==> src/hdl/lrd_pkg.sv <==
// Shared types and constants for the stream decoder
package lrd_pkg;
    localparam int MaxWindowBits = 16;

    typedef enum logic [2:0] {
        ST_BYTE = 3'd0, ST_NEED = 3'd1, ST_END = 3'd2, ST_HDR_ERR = 3'd3,
        ST_FEED_OK = 3'd4, ST_FEED_REJ = 3'd5
    } t_status;

    localparam logic OP_FEED = 1'b0;
    localparam logic OP_PULL = 1'b1;

    typedef struct packed {
        logic       op;
        logic [7:0] in_byte;
    } t_in;

    typedef struct packed {
        logic [7:0] out_byte;
        logic [2:0] status;
    } t_out;

    // Controller -> datapath commands
    typedef enum logic [3:0] {
        C_IDLE, C_FEED, C_SHIFT, C_FINISH, C_REP, C_COPY_RD, C_COPY_WR, C_COPY_DONE
    } t_cmd_op;

    typedef struct packed {
        t_cmd_op    op;
        logic [7:0] feed_byte;
    } t_cmd;

    // Datapath -> controller status
    typedef struct packed {
        logic rep_pending;
        logic ended;
        logic errored;
        logic in_copy;
        logic copy_zero;
        logic field_pending;
        logic buf_empty;
        logic [7:0] rep_value;
    } t_stat;
endpackage

==> src/hdl/lrd_ctrl.sv <==
// Request sequencer: answers feeds, runs pulls step by step and drives the result register
module lrd_ctrl (
    input  logic           i_clk,
    input  logic           i_rst_n,
    input  logic           i_valid,
    output logic           o_ready,
    input  lrd_pkg::t_in   i_data,
    output logic           o_valid,
    input  logic           i_ready,
    output lrd_pkg::t_out  o_data,
    output lrd_pkg::t_cmd  o_cmd,
    input  lrd_pkg::t_stat i_stat
);
    import lrd_pkg::*;

    typedef enum logic [1:0] {S_IDLE, S_PULL, S_COPY_WR, S_OUT} t_state;

    t_state r_state, n_state;
    t_out   r_out, n_out;
    t_out   r_res, n_res;
    logic   r_ov, n_ov;

    always_comb begin
        n_state = r_state;
        n_out = r_out;
        n_res = r_res;
        n_ov = r_ov;
        o_cmd.op = C_IDLE;
        o_cmd.feed_byte = i_data.in_byte;
        o_ready = 1'b0;
        if (r_ov && i_ready) n_ov = 1'b0;
        case (r_state)
            S_IDLE: begin
                o_ready = 1'b1;
                if (i_valid) begin
                    if (i_data.op == OP_FEED) begin
                        if (i_stat.buf_empty && !i_stat.ended && !i_stat.errored) begin
                            o_cmd.op = C_FEED;
                            n_res = '{out_byte: 8'd0, status: ST_FEED_OK};
                        end else n_res = '{out_byte: 8'd0, status: ST_FEED_REJ};
                        n_state = S_OUT;
                    end else n_state = S_PULL;
                end
            end
            S_PULL: begin
                n_state = S_OUT;
                if (i_stat.rep_pending) begin
                    o_cmd.op = C_REP;
                    n_res = '{out_byte: i_stat.rep_value, status: ST_BYTE};
                end else if (i_stat.ended) begin
                    n_res = '{out_byte: 8'd0, status: ST_END};
                end else if (i_stat.errored) begin
                    n_res = '{out_byte: 8'd0, status: ST_HDR_ERR};
                end else if (i_stat.in_copy) begin
                    n_state = S_PULL;
                    if (i_stat.copy_zero) o_cmd.op = C_COPY_DONE;
                    else begin
                        o_cmd.op = C_COPY_RD;
                        n_state = S_COPY_WR;
                    end
                end else if (i_stat.field_pending) begin
                    if (i_stat.buf_empty) n_res = '{out_byte: 8'd0, status: ST_NEED};
                    else begin
                        o_cmd.op = C_SHIFT;
                        n_state = S_PULL;
                    end
                end else begin
                    o_cmd.op = C_FINISH;
                    n_state = S_PULL;
                end
            end
            S_COPY_WR: begin
                o_cmd.op = C_COPY_WR;
                n_state = S_PULL;
            end
            S_OUT: begin
                // result moves to the output only once the old one is gone
                if (!r_ov || i_ready) begin
                    n_out = r_res;
                    n_ov = 1'b1;
                    n_state = S_IDLE;
                end
            end
            default: n_state = S_IDLE;
        endcase
    end

    always_ff @(posedge i_clk) begin
        if (!i_rst_n) begin
            r_state <= S_IDLE;
            r_ov <= 1'b0;
        end else begin
            r_state <= n_state;
            r_ov <= n_ov;
        end
        r_out <= n_out;
        r_res <= n_res;
    end

    assign o_valid = r_ov;
    assign o_data = r_out;
endmodule

==> config.mk <==
export PLATFORM = sky130hd
export DESIGN_NAME = lrd_ctrl
export DESIGN_NICKNAME = d
export VERILOG_FILES = /design/src/hdl/lrd_pkg.sv /design/src/hdl/lrd_ctrl.sv
export SDC_FILE = /design/constraint.sdc
export NUM_CORES = 1
export LEC_CHECK = 0
export ABC_AREA = 1
export BUFFER_PORTS_ARGS = -buffer_cell sky130_fd_sc_hd__clkbuf_2
export CORE_ASPECT_RATIO = 0.6
export CORE_MARGIN = 4
export CORE_UTILIZATION = 48
export CTS_CLUSTER_SIZE = 30
export DETAILED_ROUTE_END_ITERATION = 8
export GPL_TIMING_DRIVEN = 0
export HOLD_SLACK_MARGIN = 0.08
export PLACE_DENSITY_LB_ADDON = 0.12
export SYNTH_ARGS = -nofsm -noshare
export SYNTH_HDL_FRONTEND = slang
export SYNTH_SLANG_ARGS = --single-unit
==> constraint.sdc <==
create_clock -name i_clk -period 2.5 [get_ports i_clk]
set_input_delay 0.125 -clock i_clk [delete_from_list [all_inputs] [get_ports i_clk]]
set_output_delay 0.125 -clock i_clk [all_outputs]
set_load 0.02 [all_outputs]
# After elaboration in Yosys (flattened, before gate mapping)
# Index checks and enable logic that the tools add are counted.
# classes
n_reduce_logical,12
n_mux,36
eq_ne,9
# ops
cell,count
two-way mux 11 bit,8
two-way mux 2 bit,12
one-hot mux 11 bit (2 select lines),1
two-way mux 4 bit,5
"!= test 5 bit, second input constant",3
one-hot mux 4 bit (3 select lines),1
two-way mux 1 bit,8
one-hot mux 2 bit (4 select lines),1
"!= test 2 bit, second input constant",3
AND reduction 6 bit,1
"equality test 2 bit, second input constant",2
AND reduction 2 bit,2
logical AND 1 bit,3
zero test 1 bit,3
"equality test 2 x 1 -> 1 bit, second input constant",1
zero test 2 bit,1
nonzero test 2 bit,1
logical OR 1 bit,1
# word_totals
out_inout_bits,25
reg_bits,25
inputBits,28
elab_cells,63

# Depth between registers and ports, before layout
# Gate-level depths: netlist (run 1).
# logic_depth
word_depth,7
mapped_depth,8
depth_no_buf,8

# Worst setup path before layout (run 1)
# No wires, ideal clock.
# synth_path
kind,flip-flop to flip-flop
from,register r_state[0]
to,"register r_res[0] (netlist bit), enable pin"
arrival_time_ns,1.258
period_less_slack_ns,1.636
slack_ns,0.864
path_buffers,0
stages_incl_launch_ff,5
setup_ns,0.378
t_required_ns,2.122
cell_sequence,dfxtp_1 > nor2_2 > nand2_1 > o2111ai_1 > nor2_1
# synth_via
elab_chain_len,3
word_cells_on_any_way,9
classes_between,eq/ne: 6; reduce/logical: 3
# synth_lines
item,line_no,text
from (decl),lrd_ctrl.sv:18,"t_state r_state, n_state;"
from (signal assigned),lrd_ctrl.sv:93,r_state <= n_state;
equality test 2 x 1 -> 1 bit / zero test 2 bit (equally long branches),lrd_ctrl.sv:32,case (r_state)
!= test 5 bit (no line) (tied with other cells),n/a,
AND reduction 6 bit (no line) *,n/a,
to (signal assigned),lrd_ctrl.sv:97,r_res <= n_res;
to (decl),lrd_ctrl.sv:20,"t_out r_res, n_res;"
# Mark *: on every way between the ends. The rest lies on a longest branch, timed or not.
# A chain may end at the register's enable or synchronous reset.

# Final worst setup path (run 1)
# layout_path
from,register r_state[0]
to,"register r_res[10] (netlist bit), enable pin"
# The elaborated chain is that of the path after synthesis.

==> summary.txt, run 1 <==
Outcome
  – Outcome: completed

Floorplan
  – I/O pins: 53
  – Total core area: 2196 µm²
  – Die ar.: 3198 µm²
  – Die height: 45.44 µm
  – Starting Density: 0.5105
  – Die width: 70.39 µm
  – Core Rows: 13

STA
  – Final setup viols: 0
  – Post-route setup slack: 0.5967 ns
  – Clock skew: 0.002090 ns
  – Minimum clock period: 1.903 ns
  – RSZ-0062 raised after global routing: false
  – Final Hold Fails: 0
  – Slew Limit Headroom: 0.3709
  – Slew @ Worst Pin: 0.9402 ns
  – Pins over their slew limit: 0
  – Fmax: 525.4 MHz
  – Setup TNS: 0 ns
  – Period utilisation layout: 0.7613

CTS
  – Cts repair resizes: 0
  – TritonCTS buffer count: 3
  – Post-CTS Hold Fix Bufs: 0
  – CTS Sinks: 25
  – H-tree lvl count: 1
  – Setup Buffers After CTS: 0
  – CTS tree: built
  – CTS Root Buffer Type: clkbuf_8
  – Worst-Skew Late Latency: 0.26 ns
  – Clk pin slew, worst setup/hold paths: 0.08 ns
  – Max clock buf depth: 2

Yosys
  – Syn Area/Cell: 10.48 µm²
  – Distinct cells, synth: 21
  – Top-area cell type share of the netlist area: 0.5893
  – Post-synth net total: 135
  – Post-synth top flop: edfxtp_1
  – Synth area leaders: edfxtp_1, inv_1, buf_4
  – Cell taking the most area after synthesis: edfxtp_1
  – Cell Area, Synth: 1121 µm²
  – Cell count after synthesis: 107
  – Synthesis-stage register bit count: 25
  – Asr flop ratio synth: 0
  – EDFF count, synth: 22
  – YS warnings: 0
  – Post-synthesis sequential area ratio: 0.6429

Drt
  – Vias: 837
  – DR DRC count: 0
  – Avg Vias per Cell: 4.549
  – Post-route ant nets: 0
  – Pre-Repair DR Iteration Count: 4
  – DRT Wirelength: 2.050 mm
  – Routed WL per cell: 11.14 µm
  – DRT iter0 DRCs: 35

Finish
  – Commonest non-fill, non-tap cell in the layout: clkbuf_2
  – Commonest non-fill, non-tap cells in the layout: clkbuf_2, inv_1, edfxtp_1, nor2_1, nand2_1
  – Post-layout nets: 183
  – Register area: 720.7 µm²
  – Fillers: 182
  – Final instance area: 1423 µm²
  – Area grow syn2layout: 26.90%
  – Antenna Cells: 0
  – Share of layout cells above drive strength 1: 0.4026
  – Area occupied by multi-input gates: 241.5 µm²

Worst setup path
  – WP data arrival: 1.80 ns
  – Critical path class: flip-flop to flip-flop
  – CP Launch Type: flip-flop
  – R2R depth: 4
  – Critical Path RT: 2.39 ns
  – Worst Path Max Fanout: 11
  – CP endpoint kind: flip-flop

Power
  – Worst VDD drop: 0.2284 mV
  – PD cells: 628.8 nW/µm²
  – Leak pwr: 0.6946 nW

Worst hold path
  – Hold Path Class: input pin to flip-flop
  – Hold path cells: 3

Placement
  – Dpl ws: 0.6277 ns
  – PortBufs: 43
  – Gpl congestion: 0.8988
  – DP HPWL: 1.694 mm
  – Placed inst area: 1374 µm²

Flow run
  – Max Cap Viol: 0

Global routing
  – GRT met2 Usage: 0.2546
  – First-pass GRT wire length: 3.381 mm
  – Met3 GRT Util: 0.04405
  – Largest net degree at the start of global routing: 16
  – Vias in the first global route: 816
  – Initial antenna violation count: 0
  – Gr usage total: 0.1369
  – GRT overflow: 0
  – Met1 usage: 0.1615
  – Busiest grt layer: met2
## final cells by class
class / instances / share of cell area
clock inverter: 1 / 0.005277
clock buffer: 3 / 0.02902
timing repair buffer: 43 / 0.1513
sequential: 25 / 0.5066
tap: 30 / 0.02639
multi-input combinational: 50 / 0.1697
inverter: 23 / 0.06420
buffer: 9 / 0.04749
## cell usage after synthesis (all sizes together) (2+ instances only)
cell	count
a21oi	3
buf	9
dfxtp	3
edfxtp	22
inv	22
nand2	16
nand3	4
nor2	19
o21ai	2
## worst paths after layout
kind	endpoint	slack (ns)	from
worst min register to register	o_data[7]	0.42	r_res[7]
worst max-delay path	r_res[10]	0.60	r_state[0]
worst max register to register	r_res[10]	0.60	r_state[0]
worst min-delay path	r_state[1]	0.11	i_rst_n
## state kept, by name, indices dropped and copies added (netlist names)
signal / flops
o_valid: 1
r_res: 11
o_data: 11
r_state: 2
## critical path, cell delays in order (launching register included)
cell and delay [ns]:
dfxtp_1 0.51, nor2_2 0.10, nand2_1 0.09, o2111ai_1 0.10
nor2_1 0.73
## report_power, final
group / internal (mW) / leakage (nW) / total [mW] / switching (mW)
combinational: 0.0530 / 0.439 / 0.149 / 0.0962
sequential: 0.499 / 0.234 / 0.513 / 0.0137
clock: 0.113 / 0.0217 / 0.232 / 0.120
total: 0.665 / 0.695 / 0.895 / 0.230
## logic make-up (layout without fill, tap and decap cells)
family	after synthesis	in the layout	synth area share
flip-flops	25	25	0.6429
other	1	1	0.003345
AO/OA/AOI/OAI	9	9	0.06027
buffers and inverters	32	79	0.1417
AND/OR/NAND/NOR	40	40	0.1518
## through the flow
stage / util / hold slack, ns / power [mW] / instances
2_1_floorplan: - / 0.2824 / 0.6178 / 107
3_3_place_gp: 0.6256 / 0.3784 / 0.6662 / 180
3_5_place_dp: 0.6256 / 0.3906 / 0.6730 / 180
4_1_cts: 0.6479 / 0.1062 / 0.9029 / 184
5_1_grt: 0.6479 / 0.09722 / 0.9393 / 184
6_report: 0.6479 / 0.1148 / 0.8945 / 184
## routing by layer
layer	routed length [µm]	share of wire
met1	922	0.45
met2	942	0.46
met5	0	0
met4	0	0
met3	185	0.090
Power figures use the tool's default switching activity.
==> run 2: changes to the inputs <==
Settings changed: CORE_UTILIZATION 48 to 45.
Clock period 2.5 ns to 1.95 ns, I/O delays scaled along.
==> summary.txt, run 2 (synthesized netlist as in run 1, its figures left out) <==
Outcome
  – Outcome: completed

STA
  – RSZ-0062 raised after global routing: false
  – Pins over their slew limit: 0
  – Period utilisation layout: 0.8688
  – Slew Limit Headroom: 0.4087
  – Final Hold Fails: 0
  – Slew @ Worst Pin: 0.8836 ns
  – Final setup viols: 0
  – Fmax: 590.3 MHz
  – Setup TNS: 0 ns
  – Clock skew: 0.002715 ns
  – Minimum clock period: 1.694 ns

Floorplan
  – Starting Density: 0.4958
  – Die width: 72.44 µm
  – Die ar.: 3380 µm²
  – Core Rows: 13
  – I/O pins: 53
  – Total core area: 2261 µm²
  – Die height: 46.66 µm

Flow run
  – Max Cap Viol: 0

Power
  – Sw Ratio: 0.2601
  – NetSw: 0.3002 mW
  – Leak pwr: 0.6988 nW
  – Reg power frac: 0.569
  – Worst VDD drop: 0.3660 mV
  – Int Pwr: 0.8540 mW
  – Total Power: 1.154 mW
  – PD cells: 804.2 nW/µm²
  – Comb pwr share: 0.168
  – Clock share of power: 0.263

Worst hold path
  – Hold path cells: 4
  – Hold Path Class: input pin to flip-flop
  – Hold path start: i_ready
  – Hold path endpoint: o_valid

Global routing
  – First-pass GRT wire length: 3.305 mm
  – GRT overflow: 0
  – Gr usage total: 0.1337
  – Vias in the first global route: 795
  – Initial antenna violation count: 0
  – Largest net degree at the start of global routing: 16

Finish
  – Area grow syn2layout: 28.01%
  – Fillers: 201
  – Antenna Cells: 0
  – Commonest non-fill, non-tap cell in the layout: clkbuf_2
  – Post-layout nets: 184
  – Commonest non-fill, non-tap cells in the layout: clkbuf_2, inv_1, edfxtp_1, nor2_1, nand2_1
  – Share of layout cells above drive strength 1: 0.4065

Drt
  – DRT Wirelength: 2.071 mm
  – Avg Vias per Cell: 4.497
  – Vias: 832
  – DRT iter0 DRCs: 56
  – Routed WL per cell: 11.19 µm
  – Post-route ant nets: 0
  – Pre-Repair DR Iteration Count: 4
  – DR DRC count: 0

Placement
  – DP HPWL: 1.719 mm
  – Gpl congestion: 0.8468
  – PortBufs: 43

Worst setup path
  – RR Startpoint: r_state[0]
  – R2R Path End: o_data[5]
  – Critical Path RT: 1.85 ns
  – CP endpoint kind: flip-flop
  – R2r setup slk: 0.26 ns
  – Critical path class: flip-flop to flip-flop
  – R2R depth: 2
  – CP Launch Type: flip-flop
  – Worst Path Max Fanout: 11
  – WP data arrival: 1.59 ns

CTS
  – CTS Sinks: 25
  – CTS Root Buffer Type: clkbuf_8
  – Worst-Skew Late Latency: 0.26 ns
  – CTS tree: built
  – Max clock buf depth: 2
  – TritonCTS buffer count: 3
  – Clk pin slew, worst setup/hold paths: 0.09 ns
  – H-tree lvl count: 1
run 2: worst max path at each step:
stage | depth (start not counted) | start | end
6_report | 2 | r_state[0] | o_data[5]
5_1_grt | 2 | r_state[0] | o_data[4]
4_1_cts | 4 | r_state[0] | r_res[10]
3_5_place_dp | 4 | r_state[0] | r_res[3]
3_3_place_gp | 4 | r_state[0] | r_res[7]
2_1_floorplan | 4 | r_state[0] | r_res[0]
run 2: worst max-delay path, cell delays in order (launching register included):
cell and delay [ns]:
dfxtp_1 0.50, nand2_1 0.12, nor2_1 0.70
run 2: area by class of cell:
class / count / area [µm²] / area share
Multi-Input combinational cell: 50 / 244.0 / 0.1700
Clock buffer: 3 / 41.29 / 0.02877
Inverter: 23 / 91.34 / 0.06364
Timing Repair Buffer: 44 / 225.2 / 0.1569
Tap cell: 30 / 37.54 / 0.02616
Sequential cell: 25 / 720.7 / 0.5022
Clock inverter: 1 / 7.507 / 0.005231
Buffer: 9 / 67.56 / 0.04708
run 2: power groups by stage:
| stage | Clock, mW | Sequential [mW] | Combinational, mW |
|---|---|---|---|
| 3_5_place_dp | 0 | 0.671 | 0.192 |
| 2_1_floorplan | 0 | 0.676 | 0.116 |
| 5_1_grt | 0.326 | 0.663 | 0.213 |
| 6_report | 0.304 | 0.657 | 0.193 |
| 3_3_place_gp | 0 | 0.667 | 0.188 |
| 4_1_cts | 0.311 | 0.658 | 0.195 |
run 2: stage by stage:
step / setup slack [ns] / cell area, µm² / instances / hold WS, ns / utilization
after CTS: 0.05136 / 1433 / 185 / 0.1123 / 0.6336
after global placement: 0.1575 / 1374 / 180 / 0.3508 / 0.6076
after global routing: 0.1593 / 1435 / 185 / 0.1376 / 0.6348
after detailed placement: 0.08716 / 1374 / 180 / 0.3632 / 0.6076
final: 0.2559 / 1435 / 185 / 0.1217 / 0.6348
after floorplan: 0.3137 / 1121 / 107 / 0.2549 / -
run 2: routing by layer:
metal  vias to the layer above  track usage  routed length, µm
met3                         2      0.04357                215
li1                        431            -                  -
met2                        47       0.2242                892
met5                         -            0                  0
met1                       352       0.1626                936
met4                         0      0.05515                 27
run 2: repair_timing:
item                                   in CTS  in global routing
setup endpoints to repair                   0                 11
gates resized for setup                     0                  1
hold buffers                                1                  0
setup buffers                               0                  0
endpoints found under the hold margin       1                  0
